File: src/hdl/ael_pkg.sv
// shared types, token codes, character codes and keyword tables of the expression lexer
package ael_pkg;

    localparam int VALUE_WIDTH_DEF = 32;
    localparam int CHAR_W          = 8;
    localparam int KIND_W          = 5;
    localparam int TOKEN_VALUE_W   = 32;
    localparam int OUT_TDATA_W     = 48;
    localparam int QUEUE_DEPTH     = 4;
    localparam int KW_COUNT        = 6;

    // token kinds
    localparam logic [KIND_W-1:0] TK_NUMBER  = 5'd0;
    localparam logic [KIND_W-1:0] TK_PLUS    = 5'd1;
    localparam logic [KIND_W-1:0] TK_MINUS   = 5'd2;
    localparam logic [KIND_W-1:0] TK_MUL     = 5'd3;
    localparam logic [KIND_W-1:0] TK_DIV     = 5'd4;
    localparam logic [KIND_W-1:0] TK_POW     = 5'd5;
    localparam logic [KIND_W-1:0] TK_LPAREN  = 5'd6;
    localparam logic [KIND_W-1:0] TK_RPAREN  = 5'd7;
    localparam logic [KIND_W-1:0] TK_SIN     = 5'd8;
    localparam logic [KIND_W-1:0] TK_COS     = 5'd9;
    localparam logic [KIND_W-1:0] TK_TAN     = 5'd10;
    localparam logic [KIND_W-1:0] TK_SQRT    = 5'd11;
    localparam logic [KIND_W-1:0] TK_LOG     = 5'd12;
    localparam logic [KIND_W-1:0] TK_LOGBASE = 5'd13;
    localparam logic [KIND_W-1:0] TK_ABS     = 5'd14;
    localparam logic [KIND_W-1:0] TK_UNKNOWN = 5'd15;
    localparam logic [KIND_W-1:0] TK_END     = 5'd16;

    // character codes
    localparam logic [CHAR_W-1:0] CH_NONE   = 8'h00;
    localparam logic [CHAR_W-1:0] CH_TAB    = 8'h09;
    localparam logic [CHAR_W-1:0] CH_CR     = 8'h0D;
    localparam logic [CHAR_W-1:0] CH_SPACE  = 8'h20;
    localparam logic [CHAR_W-1:0] CH_LPAREN = 8'h28;
    localparam logic [CHAR_W-1:0] CH_RPAREN = 8'h29;
    localparam logic [CHAR_W-1:0] CH_STAR   = 8'h2A;
    localparam logic [CHAR_W-1:0] CH_PLUS   = 8'h2B;
    localparam logic [CHAR_W-1:0] CH_MINUS  = 8'h2D;
    localparam logic [CHAR_W-1:0] CH_SLASH  = 8'h2F;
    localparam logic [CHAR_W-1:0] CH_ZERO   = 8'h30;
    localparam logic [CHAR_W-1:0] CH_NINE   = 8'h39;
    localparam logic [CHAR_W-1:0] CH_CARET  = 8'h5E;
    localparam logic [CHAR_W-1:0] CH_A      = 8'h61;
    localparam logic [CHAR_W-1:0] CH_C      = 8'h63;
    localparam logic [CHAR_W-1:0] CH_L      = 8'h6C;
    localparam logic [CHAR_W-1:0] CH_S      = 8'h73;
    localparam logic [CHAR_W-1:0] CH_T      = 8'h74;

    // keyword spelling, length and kind
    localparam logic [CHAR_W-1:0] KW_TEXT [KW_COUNT][4] = '{
        '{"s", "i", "n", 8'h00},
        '{"c", "o", "s", 8'h00},
        '{"t", "a", "n", 8'h00},
        '{"s", "q", "r", "t"},
        '{"l", "o", "g", 8'h00},
        '{"a", "b", "s", 8'h00}
    };
    localparam logic [2:0] KW_LEN [KW_COUNT] = '{3'd3, 3'd3, 3'd3, 3'd4, 3'd3, 3'd3};
    localparam logic [KIND_W-1:0] KW_KIND [KW_COUNT] =
        '{TK_SIN, TK_COS, TK_TAN, TK_SQRT, TK_LOG, TK_ABS};

    localparam logic [2:0] MAX_RESULTS = 3'd6;

    typedef struct packed {
        logic [KIND_W-1:0]        kind;
        logic [TOKEN_VALUE_W-1:0] value;
        logic                     neg;
        logic                     ovf;
        logic [CHAR_W-1:0]        uchar;
        logic                     last;
    } t_token;

    function automatic logic is_kw_start(input logic [CHAR_W-1:0] c);
        return c == CH_S || c == CH_C || c == CH_T || c == CH_A || c == CH_L;
    endfunction

endpackage

File: src/hdl/ael_front.sv
// lexer front end: takes characters, classifies them and produces at most one token a cycle while the queue is not full
module ael_front #(
    parameter int VALUE_WIDTH = ael_pkg::VALUE_WIDTH_DEF
) (
    input  logic                        i_clk,
    input  logic                        i_rst_n,
    input  logic                        i_valid,
    input  logic [ael_pkg::CHAR_W-1:0]  i_char,
    input  logic                        i_last,
    output logic                        o_ready,
    input  logic                        i_q_full,
    output logic                        o_push,
    output ael_pkg::t_token             o_token
);
    import ael_pkg::*;

    localparam logic [1:0] ST_IDLE  = 2'd0;
    localparam logic [1:0] ST_CHAR  = 2'd1;
    localparam logic [1:0] ST_FLUSH = 2'd2;

    logic [1:0]                  r_state, n_state;
    logic [3:0][CHAR_W-1:0]      r_pend, n_pend;
    logic [2:0]                  r_pcnt, n_pcnt;
    logic                        r_last, n_last;
    logic [VALUE_WIDTH-1:0]      r_mag, n_mag;
    logic                        r_neg, n_neg;
    logic                        r_ovf, n_ovf;
    logic                        r_num_open, n_num_open;
    logic                        r_minus, n_minus;
    logic [2:0][CHAR_W-1:0]      r_buf, n_buf;
    logic [1:0]                  r_held, n_held;
    logic                        r_log, n_log;
    logic                        r_base, n_base;
    logic [CHAR_W-1:0]           r_prior, n_prior;
    logic                        r_closed, n_closed;
    logic                        r_mul_done, n_mul_done;
    logic [2:0]                  r_ecnt, n_ecnt;

    logic [CHAR_W-1:0]           c;
    logic                        digit;
    logic [3:0]                  dval;
    logic                        close_any;
    logic                        do_close;
    logic                        finish;
    logic                        emit;
    logic [KIND_W-1:0]           e_kind;
    logic [VALUE_WIDTH-1:0]      e_value;
    logic                        e_neg;
    logic                        e_ovf;
    logic [CHAR_W-1:0]           e_uchar;
    logic                        e_last;
    logic [VALUE_WIDTH:0]        acc;
    logic [3:0][CHAR_W-1:0]      kb;
    logic [2:0]                  kn;
    logic                        kw_hit;
    logic                        kw_pref;
    logic [KIND_W-1:0]           kw_kind;
    logic [1:0]                  h1;

    // saturating decimal step: mag*10 + d by shift and add, msb of result is overflow
    function automatic logic [VALUE_WIDTH:0] acc_step(input logic [VALUE_WIDTH-1:0] mag,
                                                      input logic [3:0] d);
        logic [VALUE_WIDTH+3:0] wide;
        logic [VALUE_WIDTH:0]   res;
        wide = ({4'b0, mag} << 3) + ({4'b0, mag} << 1) + (VALUE_WIDTH+4)'(d);
        if (wide[VALUE_WIDTH+3:VALUE_WIDTH] != 4'b0) begin
            res = {1'b1, {VALUE_WIDTH{1'b1}}};
        end else begin
            res = {1'b0, wide[VALUE_WIDTH-1:0]};
        end
        return res;
    endfunction

    assign c         = r_pend[0];
    assign digit     = (c >= CH_ZERO) && (c <= CH_NINE);
    assign dval      = 4'(c - CH_ZERO);
    assign close_any = r_minus || r_num_open || r_base || r_log;
    assign acc       = acc_step(r_mag, dval);
    assign o_ready   = (r_state == ST_IDLE);
    assign h1        = r_held - 2'd1;

    // held letters plus the new one against every keyword
    always_comb begin
        logic same;
        kw_hit  = 1'b0;
        kw_pref = 1'b0;
        kw_kind = TK_UNKNOWN;
        kn      = 3'(r_held) + 3'd1;
        for (int i = 0; i < 3; i++) begin
            if (i < int'(r_held)) begin
                kb[i] = r_buf[i];
            end else if (i == int'(r_held)) begin
                kb[i] = c;
            end else begin
                kb[i] = CH_NONE;
            end
        end
        kb[3] = c;
        for (int k = KW_COUNT - 1; k >= 0; k--) begin
            same = 1'b1;
            for (int i = 0; i < 4; i++) begin
                if (3'(i) < kn && KW_TEXT[k][i] != kb[i]) begin
                    same = 1'b0;
                end
            end
            if (same && kn == KW_LEN[k]) begin
                kw_hit  = 1'b1;
                kw_kind = KW_KIND[k];
            end
            if (same && kn < KW_LEN[k]) begin
                kw_pref = 1'b1;
            end
        end
    end

    always_comb begin
        n_state    = r_state;
        n_pend     = r_pend;
        n_pcnt     = r_pcnt;
        n_last     = r_last;
        n_mag      = r_mag;
        n_neg      = r_neg;
        n_ovf      = r_ovf;
        n_num_open = r_num_open;
        n_minus    = r_minus;
        n_buf      = r_buf;
        n_held     = r_held;
        n_log      = r_log;
        n_base     = r_base;
        n_prior    = r_prior;
        n_closed   = r_closed;
        n_mul_done = r_mul_done;
        n_ecnt     = r_ecnt;
        do_close   = 1'b0;
        finish     = 1'b0;
        emit       = 1'b0;
        e_kind     = TK_NUMBER;
        e_value    = '0;
        e_neg      = 1'b0;
        e_ovf      = 1'b0;
        e_uchar    = CH_NONE;
        e_last     = 1'b0;

        unique case (r_state)
            ST_IDLE: begin
                if (i_valid) begin
                    n_pend[0] = i_char;
                    n_pcnt    = 3'd1;
                    n_last    = i_last;
                    n_ecnt    = 3'd0;
                    n_state   = ST_CHAR;
                end
            end
            ST_CHAR: begin
                if (!i_q_full) begin
                    if (r_held != 2'd0) begin
                        if (kw_hit) begin
                            n_held = 2'd0;
                            if (kw_kind == TK_LOG) begin
                                n_log = 1'b1;
                            end else begin
                                emit   = 1'b1;
                                e_kind = kw_kind;
                            end
                            finish = 1'b1;
                        end else if (kw_pref) begin
                            n_buf[r_held] = c;
                            n_held        = r_held + 2'd1;
                            finish        = 1'b1;
                        end else begin
                            // first held letter is unknown, the rest go back in front of the pending characters
                            emit    = 1'b1;
                            e_kind  = TK_UNKNOWN;
                            e_uchar = r_buf[0];
                            n_held  = 2'd0;
                            for (int j = 0; j < 4; j++) begin
                                if (j < int'(h1)) begin
                                    n_pend[j] = r_buf[2'(j) + 2'd1];
                                end else begin
                                    n_pend[j] = r_pend[2'(j) - h1];
                                end
                            end
                            n_pcnt = r_pcnt + 3'(h1);
                        end
                    end else if (digit) begin
                        if (r_num_open || r_base) begin
                            n_mag = acc[VALUE_WIDTH-1:0];
                            n_ovf = r_ovf | acc[VALUE_WIDTH];
                        end else if (r_log) begin
                            n_log  = 1'b0;
                            n_base = 1'b1;
                            n_mag  = VALUE_WIDTH'(dval);
                            n_ovf  = 1'b0;
                        end else begin
                            if (r_minus) begin
                                n_neg   = 1'b1;
                                n_minus = 1'b0;
                            end else begin
                                n_neg = 1'b0;
                                if (r_prior == CH_RPAREN) begin
                                    emit   = 1'b1;
                                    e_kind = TK_MUL;
                                end
                            end
                            n_num_open = 1'b1;
                            n_mag      = VALUE_WIDTH'(dval);
                            n_ovf      = 1'b0;
                        end
                        finish = 1'b1;
                    end else if (close_any) begin
                        do_close = 1'b1;
                    end else begin
                        unique case (c) inside
                            CH_LPAREN: begin
                                if ((r_closed || r_prior == CH_RPAREN) && !r_mul_done) begin
                                    emit       = 1'b1;
                                    e_kind     = TK_MUL;
                                    n_mul_done = 1'b1;
                                end else begin
                                    emit   = 1'b1;
                                    e_kind = TK_LPAREN;
                                    finish = 1'b1;
                                end
                            end
                            CH_RPAREN: begin
                                emit   = 1'b1;
                                e_kind = TK_RPAREN;
                                finish = 1'b1;
                            end
                            CH_PLUS: begin
                                emit   = 1'b1;
                                e_kind = TK_PLUS;
                                finish = 1'b1;
                            end
                            CH_STAR: begin
                                emit   = 1'b1;
                                e_kind = TK_MUL;
                                finish = 1'b1;
                            end
                            CH_SLASH: begin
                                emit   = 1'b1;
                                e_kind = TK_DIV;
                                finish = 1'b1;
                            end
                            CH_CARET: begin
                                emit   = 1'b1;
                                e_kind = TK_POW;
                                finish = 1'b1;
                            end
                            CH_MINUS: begin
                                if (r_closed) begin
                                    emit   = 1'b1;
                                    e_kind = TK_MINUS;
                                end else begin
                                    n_minus = 1'b1;
                                end
                                finish = 1'b1;
                            end
                            [CH_TAB:CH_CR], CH_SPACE: begin
                                finish = 1'b1;
                            end
                            default: begin
                                if (is_kw_start(c)) begin
                                    n_buf[0] = c;
                                    n_held   = 2'd1;
                                end else begin
                                    emit    = 1'b1;
                                    e_kind  = TK_UNKNOWN;
                                    e_uchar = c;
                                end
                                finish = 1'b1;
                            end
                        endcase
                    end
                end
            end
            ST_FLUSH: begin
                if (!i_q_full) begin
                    if (close_any) begin
                        do_close = 1'b1;
                    end else if (r_held != 2'd0) begin
                        emit     = 1'b1;
                        e_kind   = TK_UNKNOWN;
                        e_uchar  = r_buf[0];
                        n_buf[0] = r_buf[1];
                        n_buf[1] = r_buf[2];
                        n_held   = r_held - 2'd1;
                    end else begin
                        emit       = 1'b1;
                        e_kind     = TK_END;
                        e_last     = 1'b1;
                        n_mag      = '0;
                        n_neg      = 1'b0;
                        n_ovf      = 1'b0;
                        n_prior    = CH_NONE;
                        n_closed   = 1'b0;
                        n_mul_done = 1'b0;
                        n_state    = ST_IDLE;
                    end
                end
            end
            default: begin
                n_state = ST_IDLE;
            end
        endcase

        // pending sign, number, base and log close before anything else
        if (do_close) begin
            emit = 1'b1;
            if (r_minus) begin
                e_kind  = TK_MINUS;
                n_minus = 1'b0;
            end else if (r_num_open) begin
                e_kind     = TK_NUMBER;
                e_value    = r_mag;
                e_neg      = r_neg;
                e_ovf      = r_ovf;
                n_num_open = 1'b0;
                n_closed   = (r_state == ST_CHAR);
            end else if (r_base) begin
                e_kind  = TK_LOGBASE;
                e_value = r_mag;
                e_ovf   = r_ovf;
                n_base  = 1'b0;
            end else begin
                e_kind = TK_LOG;
                n_log  = 1'b0;
            end
        end

        if (finish) begin
            n_prior    = c;
            n_closed   = 1'b0;
            n_mul_done = 1'b0;
            n_pend[0]  = r_pend[1];
            n_pend[1]  = r_pend[2];
            n_pend[2]  = r_pend[3];
            n_pcnt     = r_pcnt - 3'd1;
            if (r_pcnt == 3'd1) begin
                n_state = r_last ? ST_FLUSH : ST_IDLE;
            end
        end

        if (o_push) begin
            n_ecnt = r_ecnt + 3'd1;
        end
    end

    // a word beyond the per-character budget is dropped
    assign o_push        = emit && (r_ecnt < MAX_RESULTS);
    assign o_token.kind  = e_kind;
    assign o_token.value = TOKEN_VALUE_W'(e_value);
    assign o_token.neg   = e_neg;
    assign o_token.ovf   = e_ovf;
    assign o_token.uchar = e_uchar;
    assign o_token.last  = e_last;

    always_ff @(posedge i_clk) begin
        if (!i_rst_n) begin
            r_state    <= ST_IDLE;
            r_pcnt     <= 3'd0;
            r_last     <= 1'b0;
            r_mag      <= '0;
            r_neg      <= 1'b0;
            r_ovf      <= 1'b0;
            r_num_open <= 1'b0;
            r_minus    <= 1'b0;
            r_held     <= 2'd0;
            r_log      <= 1'b0;
            r_base     <= 1'b0;
            r_prior    <= CH_NONE;
            r_closed   <= 1'b0;
            r_mul_done <= 1'b0;
            r_ecnt     <= 3'd0;
        end else begin
            r_state    <= n_state;
            r_pcnt     <= n_pcnt;
            r_last     <= n_last;
            r_mag      <= n_mag;
            r_neg      <= n_neg;
            r_ovf      <= n_ovf;
            r_num_open <= n_num_open;
            r_minus    <= n_minus;
            r_held     <= n_held;
            r_log      <= n_log;
            r_base     <= n_base;
            r_prior    <= n_prior;
            r_closed   <= n_closed;
            r_mul_done <= n_mul_done;
            r_ecnt     <= n_ecnt;
        end
    end

    always_ff @(posedge i_clk) begin
        r_pend <= n_pend;
        r_buf  <= n_buf;
    end

`ifndef SYNTHESIS
    a_work_fits: assert property (@(posedge i_clk) disable iff (!i_rst_n)
        r_state == ST_CHAR |-> (3'(r_held) + r_pcnt) <= 3'd4)
        else $error("held letters and pending characters exceed the work buffer");
    a_one_value: assert property (@(posedge i_clk) disable iff (!i_rst_n)
        !(r_num_open && r_base))
        else $error("number and log base open together");
    a_end_idles: assert property (@(posedge i_clk) disable iff (!i_rst_n)
        (o_push && o_token.last) |=> (r_state == ST_IDLE && r_held == 2'd0))
        else $error("lexer not back to idle after end word");
    a_idle_empty: assert property (@(posedge i_clk) disable iff (!i_rst_n)
        r_state == ST_IDLE |-> r_pcnt == 3'd0)
        else $error("characters left pending while idle");
`endif

endmodule

File: src/hdl/ael_queue.sv
// short token queue between the lexer front end and the output stage
module ael_queue (
    input  logic            i_clk,
    input  logic            i_rst_n,
    input  logic            i_push,
    input  ael_pkg::t_token i_token,
    output logic            o_full,
    output logic            o_valid,
    output ael_pkg::t_token o_token,
    input  logic            i_pop
);
    import ael_pkg::*;

    localparam int PTR_W = $clog2(QUEUE_DEPTH);

    t_token           r_mem [QUEUE_DEPTH];
    logic [PTR_W-1:0] r_wptr, n_wptr;
    logic [PTR_W-1:0] r_rptr, n_rptr;
    logic [PTR_W:0]   r_count, n_count;

    assign o_full  = (r_count == (PTR_W+1)'(QUEUE_DEPTH));
    assign o_valid = (r_count != '0);
    assign o_token = r_mem[r_rptr];

    always_comb begin
        n_wptr  = r_wptr;
        n_rptr  = r_rptr;
        n_count = r_count;
        if (i_push) begin
            n_wptr = r_wptr + 1'b1;
        end
        if (i_pop) begin
            n_rptr = r_rptr + 1'b1;
        end
        case ({i_push, i_pop})
            2'b10:   n_count = r_count + 1'b1;
            2'b01:   n_count = r_count - 1'b1;
            default: n_count = r_count;
        endcase
    end

    always_ff @(posedge i_clk) begin
        if (!i_rst_n) begin
            r_wptr  <= '0;
            r_rptr  <= '0;
            r_count <= '0;
        end else begin
            r_wptr  <= n_wptr;
            r_rptr  <= n_rptr;
            r_count <= n_count;
        end
    end

    always_ff @(posedge i_clk) begin
        if (i_push) begin
            r_mem[r_wptr] <= i_token;
        end
    end

`ifndef SYNTHESIS
    a_no_overrun: assert property (@(posedge i_clk) disable iff (!i_rst_n)
        i_push |-> !o_full)
        else $error("word pushed into a full queue");
    a_no_underrun: assert property (@(posedge i_clk) disable iff (!i_rst_n)
        i_pop |-> o_valid)
        else $error("word popped from an empty queue");
    a_count: assert property (@(posedge i_clk) disable iff (!i_rst_n)
        (i_push && !i_pop) |=> r_count == $past(r_count) + 1'b1)
        else $error("queue fill level lost a word");
`endif

endmodule

File: src/hdl/ael_back.sv
// output stage: registers one token word and packs it onto the master stream
module ael_back (
    input  logic                             i_clk,
    input  logic                             i_rst_n,
    input  logic                             i_valid,
    input  ael_pkg::t_token                  i_token,
    output logic                             o_pop,
    output logic                             o_tvalid,
    input  logic                             i_tready,
    output logic [ael_pkg::OUT_TDATA_W-1:0]  o_tdata,
    output logic [ael_pkg::KIND_W-1:0]       o_tuser,
    output logic                             o_tlast
);
    import ael_pkg::*;

    localparam int PAD_W = OUT_TDATA_W - TOKEN_VALUE_W - 2 - CHAR_W;

    logic   r_valid;
    t_token r_tok;

    // refill when empty or when the held word leaves this cycle
    assign o_pop    = i_valid && (!r_valid || i_tready);
    assign o_tvalid = r_valid;
    assign o_tdata  = {{PAD_W{1'b0}}, r_tok.uchar, r_tok.ovf, r_tok.neg, r_tok.value};
    assign o_tuser  = r_tok.kind;
    assign o_tlast  = r_tok.last;

    always_ff @(posedge i_clk) begin
        if (!i_rst_n) begin
            r_valid <= 1'b0;
        end else if (o_pop) begin
            r_valid <= 1'b1;
        end else if (i_tready) begin
            r_valid <= 1'b0;
        end
    end

    always_ff @(posedge i_clk) begin
        if (o_pop) begin
            r_tok <= i_token;
        end
    end

endmodule

File: src/hdl/arithmetic_expression_lexer.sv
// top level of the streaming arithmetic expression lexer
// one character word is taken only when the lexer is idle; it then produces the tokens of that
// character and rescans any held letters, and it stalls while the token queue is full
// the end of an expression flushes each pending item and then produces the end token
// a token passes through the queue and the output register before it leaves on the master side
// synchronous active-low reset empties the queue and output register and clears the lexer
// state other than its pending-character and held-letter buffers
module arithmetic_expression_lexer #(
    parameter int VALUE_WIDTH = ael_pkg::VALUE_WIDTH_DEF
) (
    input  logic                             i_clk,
    input  logic                             i_rst_n,
    input  logic                             s_axis_tvalid,
    output logic                             s_axis_tready,
    input  logic [ael_pkg::CHAR_W-1:0]       s_axis_tdata,   // [7:0] char_code
    input  logic                             s_axis_tlast,   // last_char
    output logic                             m_axis_tvalid,
    input  logic                             m_axis_tready,
    // [31:0] number_value, [32] is_negative, [33] value_overflow, [41:34] unknown_char
    output logic [ael_pkg::OUT_TDATA_W-1:0]  m_axis_tdata,
    output logic [ael_pkg::KIND_W-1:0]       m_axis_tuser,   // [4:0] token_kind
    output logic                             m_axis_tlast    // last_token
);
    import ael_pkg::*;

    logic   push;
    t_token push_tok;
    logic   q_full;
    logic   q_valid;
    t_token q_tok;
    logic   q_pop;

    ael_front #(
        .VALUE_WIDTH (VALUE_WIDTH)
    ) u_front (
        .i_clk    (i_clk),
        .i_rst_n  (i_rst_n),
        .i_valid  (s_axis_tvalid),
        .i_char   (s_axis_tdata),
        .i_last   (s_axis_tlast),
        .o_ready  (s_axis_tready),
        .i_q_full (q_full),
        .o_push   (push),
        .o_token  (push_tok)
    );

    ael_queue u_queue (
        .i_clk   (i_clk),
        .i_rst_n (i_rst_n),
        .i_push  (push),
        .i_token (push_tok),
        .o_full  (q_full),
        .o_valid (q_valid),
        .o_token (q_tok),
        .i_pop   (q_pop)
    );

    ael_back u_back (
        .i_clk    (i_clk),
        .i_rst_n  (i_rst_n),
        .i_valid  (q_valid),
        .i_token  (q_tok),
        .o_pop    (q_pop),
        .o_tvalid (m_axis_tvalid),
        .i_tready (m_axis_tready),
        .o_tdata  (m_axis_tdata),
        .o_tuser  (m_axis_tuser),
        .o_tlast  (m_axis_tlast)
    );

endmodule
File: config.mk
export PLATFORM = sky130hd
export DESIGN_NAME = arithmetic_expression_lexer
export DESIGN_NICKNAME = d
export VERILOG_FILES = /design/src/hdl/ael_pkg.sv /design/src/hdl/ael_front.sv /design/src/hdl/ael_queue.sv /design/src/hdl/ael_back.sv /design/src/hdl/arithmetic_expression_lexer.sv
export SDC_FILE = /design/constraint.sdc
export NUM_CORES = 1
export LEC_CHECK = 0
export ABC_AREA = 1
export BUFFER_PORTS_ARGS = -buffer_cell sky130_fd_sc_hd__buf_2
export CAP_MARGIN = 20
export CORE_AREA = 2 2 255 257
export CTS_CLUSTER_DIAMETER = 150
export DETAILED_ROUTE_END_ITERATION = 6
export DIE_AREA = 0 0 257 259
export MAX_ROUTING_LAYER = met4
export SLEW_MARGIN = 20
export SYNTH_ARGS = -nofsm -noshare
export SYNTH_HDL_FRONTEND = slang
export SYNTH_SLANG_ARGS = --single-unit
File: constraint.sdc
create_clock -name i_clk -period 5.25 [get_ports i_clk]
set_input_delay 1.05 -clock i_clk [delete_from_list [all_inputs] [get_ports i_clk]]
set_output_delay 1.05 -clock i_clk [all_outputs]
set_load 0.01 [all_outputs]
# Word-level counts from Yosys, hierarchy flattened
# Memory sizes are Yosys's and may differ from the RTL's. A register that Yosys moved wholly into a read port is not among the register bits.
# Cells that the tools add are included.
# word_totals
ff_bits	123
ram_bits	192
output_inout_bits	56
wordCells	506
n_memories	1
# classes
n_addsub	17
magnitude_cmp	23
eq_ne	72
n_mux	284
bitwise	5
reduce_logical	78
# mem_list
name	depth	width	read_ports	rd_ports_with_merged_regs	write_ports	line	text
u_queue.r_mem	4	48	1	1	1	ael_queue.sv:16	t_token r_mem [QUEUE_DEPTH];
# op_table
op	count
$mux 32	11
$mux 8	37
$mux 1	149
$mux 24	5
$ne 7x8->1 const A	15
$mux 16	7
$mux 5	18
$bmux 8 s2	4
$eq 8x6->1 const B	8
$pmux 32 s2	1
$eq 8x7->1 const B	6
$mux 2	21
$pmux 5 s8	1
$add 35x33->36	1
$add 36x4->36	1
$logic_and 1x1->1	34
$mux 3	11
$mux 33	1
$pmux 16 s2	1
$pmux 8 s2	2
$bwmux 24	1
$ne 2x2->1 const B	12
$ne 2x1->1 const B	9
$reduce_and 9->1	2
other kinds (59)	121

# Depth between registers and ports, before layout
# logic_depth
word_depth	26
ltp_mapped	34

# Modules after synthesis
# Synthesis repeated with hierarchy kept, for this count alone.
# hier_totals
hier_cells	2038
area_unflattened_um2	19080.8
# modules_own_cells
module	n_inst	cells_each	area_each_um2	seq_area_each_um2
ael_front	1	1454	9922.0	2862.7
ael_queue	1	522	7617.3	5945.7
ael_back	1	62	1541.5	1461.4

# Worst setup path after synthesis
# OpenSTA, ideal clock, no wires.
# synth_timing
kind	register -> register
from	reg u_front.r_held[0]
to	mem u_queue.r_mem[0][0] (netlist bit) (enable)
setup_ps	454
arrival_ps	4790
required_time_ps	4796
slack_ps	6
path_stages_with_launch	27
path_buffers	2
period_less_slack_ps	5244
path_cell_list	dfxtp_1 clkbuf_1 inv_1 ha_1 or2_2 nand2_1 nand2_1 nor2_1 nand2_1 nand2_1 nand2_1 inv_1 nand3_1 nand2_1 inv_2 nand2_2 nor2_4 nand3_4 nand2_2 nand2_1 nand2_1 nand2_1 nand2_1 nand2_2 nand2_4 buf_8 nor2_1
# synth_between
elab_chain_cells	26
elab_cells_between_ends	119
classes_between	add/sub: 1; order compare: 9; eq/ne: 19; mux: 59; reduce/logical: 31
# synth_rtl
element	line	text
start: declaration	ael_front.sv:31	logic [1:0] r_held, n_held;
start signal: assignment	ael_front.sv:384	r_held <= n_held;
branches (longest 22 deep; another with $add 2x1->3)	--	
$mux 1 (*)	ael_front.sv:308	if (do_close) begin
$logic_and 1x1->1 (*)	ael_front.sv:350	assign o_push = emit && (r_ecnt < MAX_RESULTS);
$mux 1 (*)	ael_queue.sv:55	if (i_push) begin
$mux 1 (not written as such) (*)	ael_queue.sv:56	r_mem[r_wptr] <= i_token;
end: declaration	ael_queue.sv:16	
# Every way passes the cells marked *.

# Worst setup path after layout
# layout_timing
from	reg u_front.r_held[1]
to	reg u_queue.r_count[2]
# layout_between
elab_chain_cells	26
elab_cells_between_ends	121
classes_between	add/sub: 1; order compare: 9; eq/ne: 21; mux: 58; reduce/logical: 32
# layout_rtl
element	line	text
branches (longest 22 deep; another with $add 2x1->3)	--	
$mux 1 (*)	ael_front.sv:308	
$logic_and 1x1->1 (*)	ael_front.sv:350	
$eq 2x1->1 or $eq 2x2->1 (tied branches)	ael_queue.sv:35	case ({i_push, i_pop})
$pmux 3 s2 or $reduce_bool 2->1 (tied branches)	--	
end signal: assignment	ael_queue.sv:50	r_count <= n_count;
end: declaration	ael_queue.sv:19	logic [PTR_W:0] r_count, n_count;
# Marks and branches as above.
# A chain may end at the register's enable or synchronous reset.

==> reports/summary.log <==
INFO  clock_network  clk_transition_reported_paths=0.07ns
INFO  setup_path     timing.critical_path.slowest_cell_delay=0.76ns
INFO  floorplanning  die-area=66,600um2
INFO  clock_network  post_cts_buffers=0
INFO  grt            grt_first_pass_wirelength=78,300um
INFO  detailed_routing antenna_violating_nets_post_route=0
INFO  detailed_routing via_count=14,842
INFO  detailed_routing drt-pass1-iter-count=5
INFO  final_layout   final_nets=2,196
INFO  detailed_routing remaining_drc_errors=0
INFO  min_path       worst_hold_path_type=reg -> reg
INFO  logic_synthesis ys_top_cells_by_area=sky130_fd_sc_hd__edfxtp_1 (47%), sky130_fd_sc_hd__nand2_1 (7.9%), sky130_fd_sc_hd__dfxtp_1 (7.1%)
INFO  grt            first_global_vias=14,333
INFO  setup_path     cp_top_family=simple AND/OR/NAND/NOR gates
INFO  status         outcome=completed
INFO  place          standard_cell_area_after_detailed_placement=20,100um2
INFO  final_layout   post_route_cells_drive_above_1_share=10.5%
INFO  clock_network  tritoncts=yes
INFO  logic_synthesis synth_area_per_cell=9.19um2
INFO  clock_network  cts_buffer_depth=3
INFO  grt            grt_antenna_before_repair=0
INFO  floorplanning  floorplan.core_area=63,900um2
INFO  power          areal_power_density_over_the_cells=544nW/um2
INFO  setup_path     cp-end-kind=flip-flop
INFO  logic_synthesis synth-warning-count=0
INFO  place          number_of_input_and_output_port_buffers_inserted=62
INFO  job            maxCapViolations=0
INFO  place          dp_hpwl=32,700um
INFO  timing         setup_tns=0ns
INFO  logic_synthesis synth_enable_flop_cells=296
INFO  setup_path     critical-path-slowest-cell=sky130_fd_sc_hd__dfxtp_1
INFO  timing         timing.final.crit_share=89.4%
INFO  detailed_routing detail_route.wl_per_cell=16.7um
INFO  logic_synthesis synth_instances=2,063
INFO  grt            globalRouteOverflowTotal=0
INFO  power          power.ir.vdd_worst=0.000232V
INFO  timing         grt_setup_unrepaired=no
INFO  detailed_routing post_drt_via_cell_ratio=4.98
INFO  clock_network  number_of_cts_inserted_buffers=40
INFO  grt            gr-usage-all-layers=15.1%
INFO  logic_synthesis synth_most_common_cell=sky130_fd_sc_hd__nand2_1
INFO  clock_network  maximum_level_of_the_cts_h_tree=2
INFO  place          gp_routability_congestion=0.901
INFO  floorplanning  rows=93
INFO  logic_synthesis synthesis.area=19,000um2
INFO  logic_synthesis number_of_flip_flops_and_latches_in_the_synthesized_netlist=363
INFO  final_layout   flow.area_growth_from_synthesis=12.9%
INFO  timing         slew_viol_final=0
INFO  timing         report.final.hold_viol_count=0
INFO  logic_synthesis synth_top_area_share=46.9%
INFO  final_layout   postLayoutCellArea=21,400um2
INFO  clock_network  cts_root_buffer=sky130_fd_sc_hd__clkbuf_16
INFO  power          leakage_power=8.31nW
INFO  logic_synthesis yosys.area.top_type=sky130_fd_sc_hd__edfxtp_1
INFO  setup_path     worst-endpoint-arrival=5.15ns
INFO  timing         fmaxAchievable=213MHz
INFO  timing         final_worst_path_period_need=4.69ns
INFO  setup_path     critPathRequiredTime=5.70ns
INFO  clock_network  cts-resized-gates=0
INFO  logic_synthesis dominantRegCellSynth=sky130_fd_sc_hd__edfxtp_1
INFO  clock_network  worst_skew_pair.late_latency=0.58ns
INFO  setup_path     crit_type=reg -> reg
INFO  timing         setup-violations-final=0
INFO  clock_network  sinks_on_the_clock_net=363
INFO  floorplanning  chipHeight=259um
INFO  timing         post_route_clock_skew=0.0377ns
INFO  floorplanning  start_util=29.7%
INFO  setup_path     timing.critical_path.buf_inv=6
INFO  logic_synthesis synth_common_cells=sky130_fd_sc_hd__nand2_1 (398), sky130_fd_sc_hd__edfxtp_1 (296), sky130_fd_sc_hd__nor2_1 (250), sky130_fd_sc_hd__o21ai_0 (220), sky130_fd_sc_hd__inv_1 (150)
INFO  clock_network  ctsHoldBuffers=0
INFO  timing         tightest_slew=1.00ns
INFO  setup_path     r2r_slack=0.56ns
INFO  logic_synthesis ys_async_sr_fraction=0%
INFO  setup_path     startpoint_type_of_the_worst_setup_path=flip-flop
INFO  logic_synthesis yosysSeqAreaShare=54.0%
INFO  detailed_routing final_wl=49,800um
INFO  floorplanning  ioPinCount=69
INFO  detailed_routing drt_first_iter_violations=1,194
INFO  setup_path     path_max_fanout=18
INFO  logic_synthesis synth.distinct_cells=57
INFO  setup_path     cp_dominant_cell_by_count=sky130_fd_sc_hd__nand2_1
INFO  final_layout   num_antenna_cells=0
INFO  floorplanning  die_w=257um
INFO  timing         slew_headroom=33.1%
INFO  grt            pin_count_of_the_biggest_net_entering_global_routing=100
==> per-stage QoR <==
step | worst slack [ns] | power [mW] | utilization [%] | instances | hold WS (ns)
final | 0.557 | 11.6 | 33.5 | 2980 | 0.454
after floorplan | 0.00555 | 7.55 | - | 2068 | 0.421
after detailed placement | 0.589 | 8.96 | 31.5 | 2905 | 0.445
after global placement | 0.677 | 8.87 | 31.5 | 2905 | 0.441
after global routing | 0.0873 | 12.4 | 33.5 | 2980 | 0.468
after CTS | 0.599 | 11.7 | 33.5 | 2979 | 0.455
==> per-layer routing <==
layer | GRT usage [%] | wire [um] | share of wire [%]
met5 | - | 0 | 0
met4 | 4.96 | 1330 | 2.7
met3 | 2.25 | 2550 | 5.1
met2 | 23.7 | 22600 | 45
met1 | 20.0 | 23300 | 47
==> state kept, by name, summed over array words and instances (netlist names), 3 cells and up, named ones only <==
name,count
u_back.o_tuser,5
u_queue.r_mem,192
u_front.r_mag,32
u_queue.r_count,3
u_front.r_prior,8
u_front.r_ecnt,3
u_front.c,8
u_front.r_pend,23
u_front.r_buf,24
u_back.o_tdata,42
u_front.r_pcnt,3
==> report_power, final <==
group / internal (mW) / switching [mW] / total [mW]
Sequential: 4.04 / 0.394 / 4.44
Combinational: 1.31 / 3.16 / 4.47
Clock: 1.54 / 1.20 / 2.74
Total: 6.88 / 4.76 / 11.6
==> cell type report <==
cell class / instances / area [um2]
repair buffers: 90 / 568
well taps: 855 / 1070
inverters: 161 / 606
multi-input cells: 1437 / 7660
clock inverters: 17 / 113
flip-flops and latches: 363 / 10200
fillers: 6480 / 42500
clock buffers: 57 / 1150
==> path summary, 6_finish.rpt <==
check,from,cells after the start,end
max,u_front.r_held[1],32,u_queue.r_count[2]
min reg2reg,u_front.r_neg,2,u_front.r_neg
max reg2reg,u_front.r_held[1],32,u_queue.r_count[2]
min,u_front.r_neg,2,u_front.r_neg
==> worst reg2reg max path, delay by kind of cell, from the launching register on <==
family | cells | cell delay, ns
adder cells (fa/ha/maj) | 3 | 0.90
flip-flops | 1 | 0.76
AO/OA/AOI/OAI | 4 | 0.48
AND/OR/NAND/NOR | 19 | 1.73
buffers and inverters | 6 | 0.71
==> kinds of logic after synthesis <==
family | count (synthesis) | share of synthesized area (%)
flip-flops | 363 | 54.0
other | 1 | 0.0198
XOR/XNOR | 12 | 0.554
AND/OR/NAND/NOR | 809 | 18.0
buffers and inverters | 268 | 5.97
AO/OA/AOI/OAI | 520 | 15.5
adder cells (fa/ha/maj) | 90 | 6.10
==> placed cells by master (no fill, tap or decap), drive strengths merged, types with 23 or more instances in the layout <==
cell | netlist | final
nand2 | 410 | 410
edfxtp | 296 | 296
nor2 | 259 | 259
o21ai | 250 | 250
inv | 160 | 163
a21oi | 118 | 118
buf | 39 | 90
ha | 86 | 86
nand3 | 80 | 80
dfxtp | 67 | 67
clkbuf | 68 | 57
o22ai | 53 | 53
a31oi | 24 | 24
o211ai | 24 | 24
or2 | 23 | 23
Power figures use the tool's default switching activity.
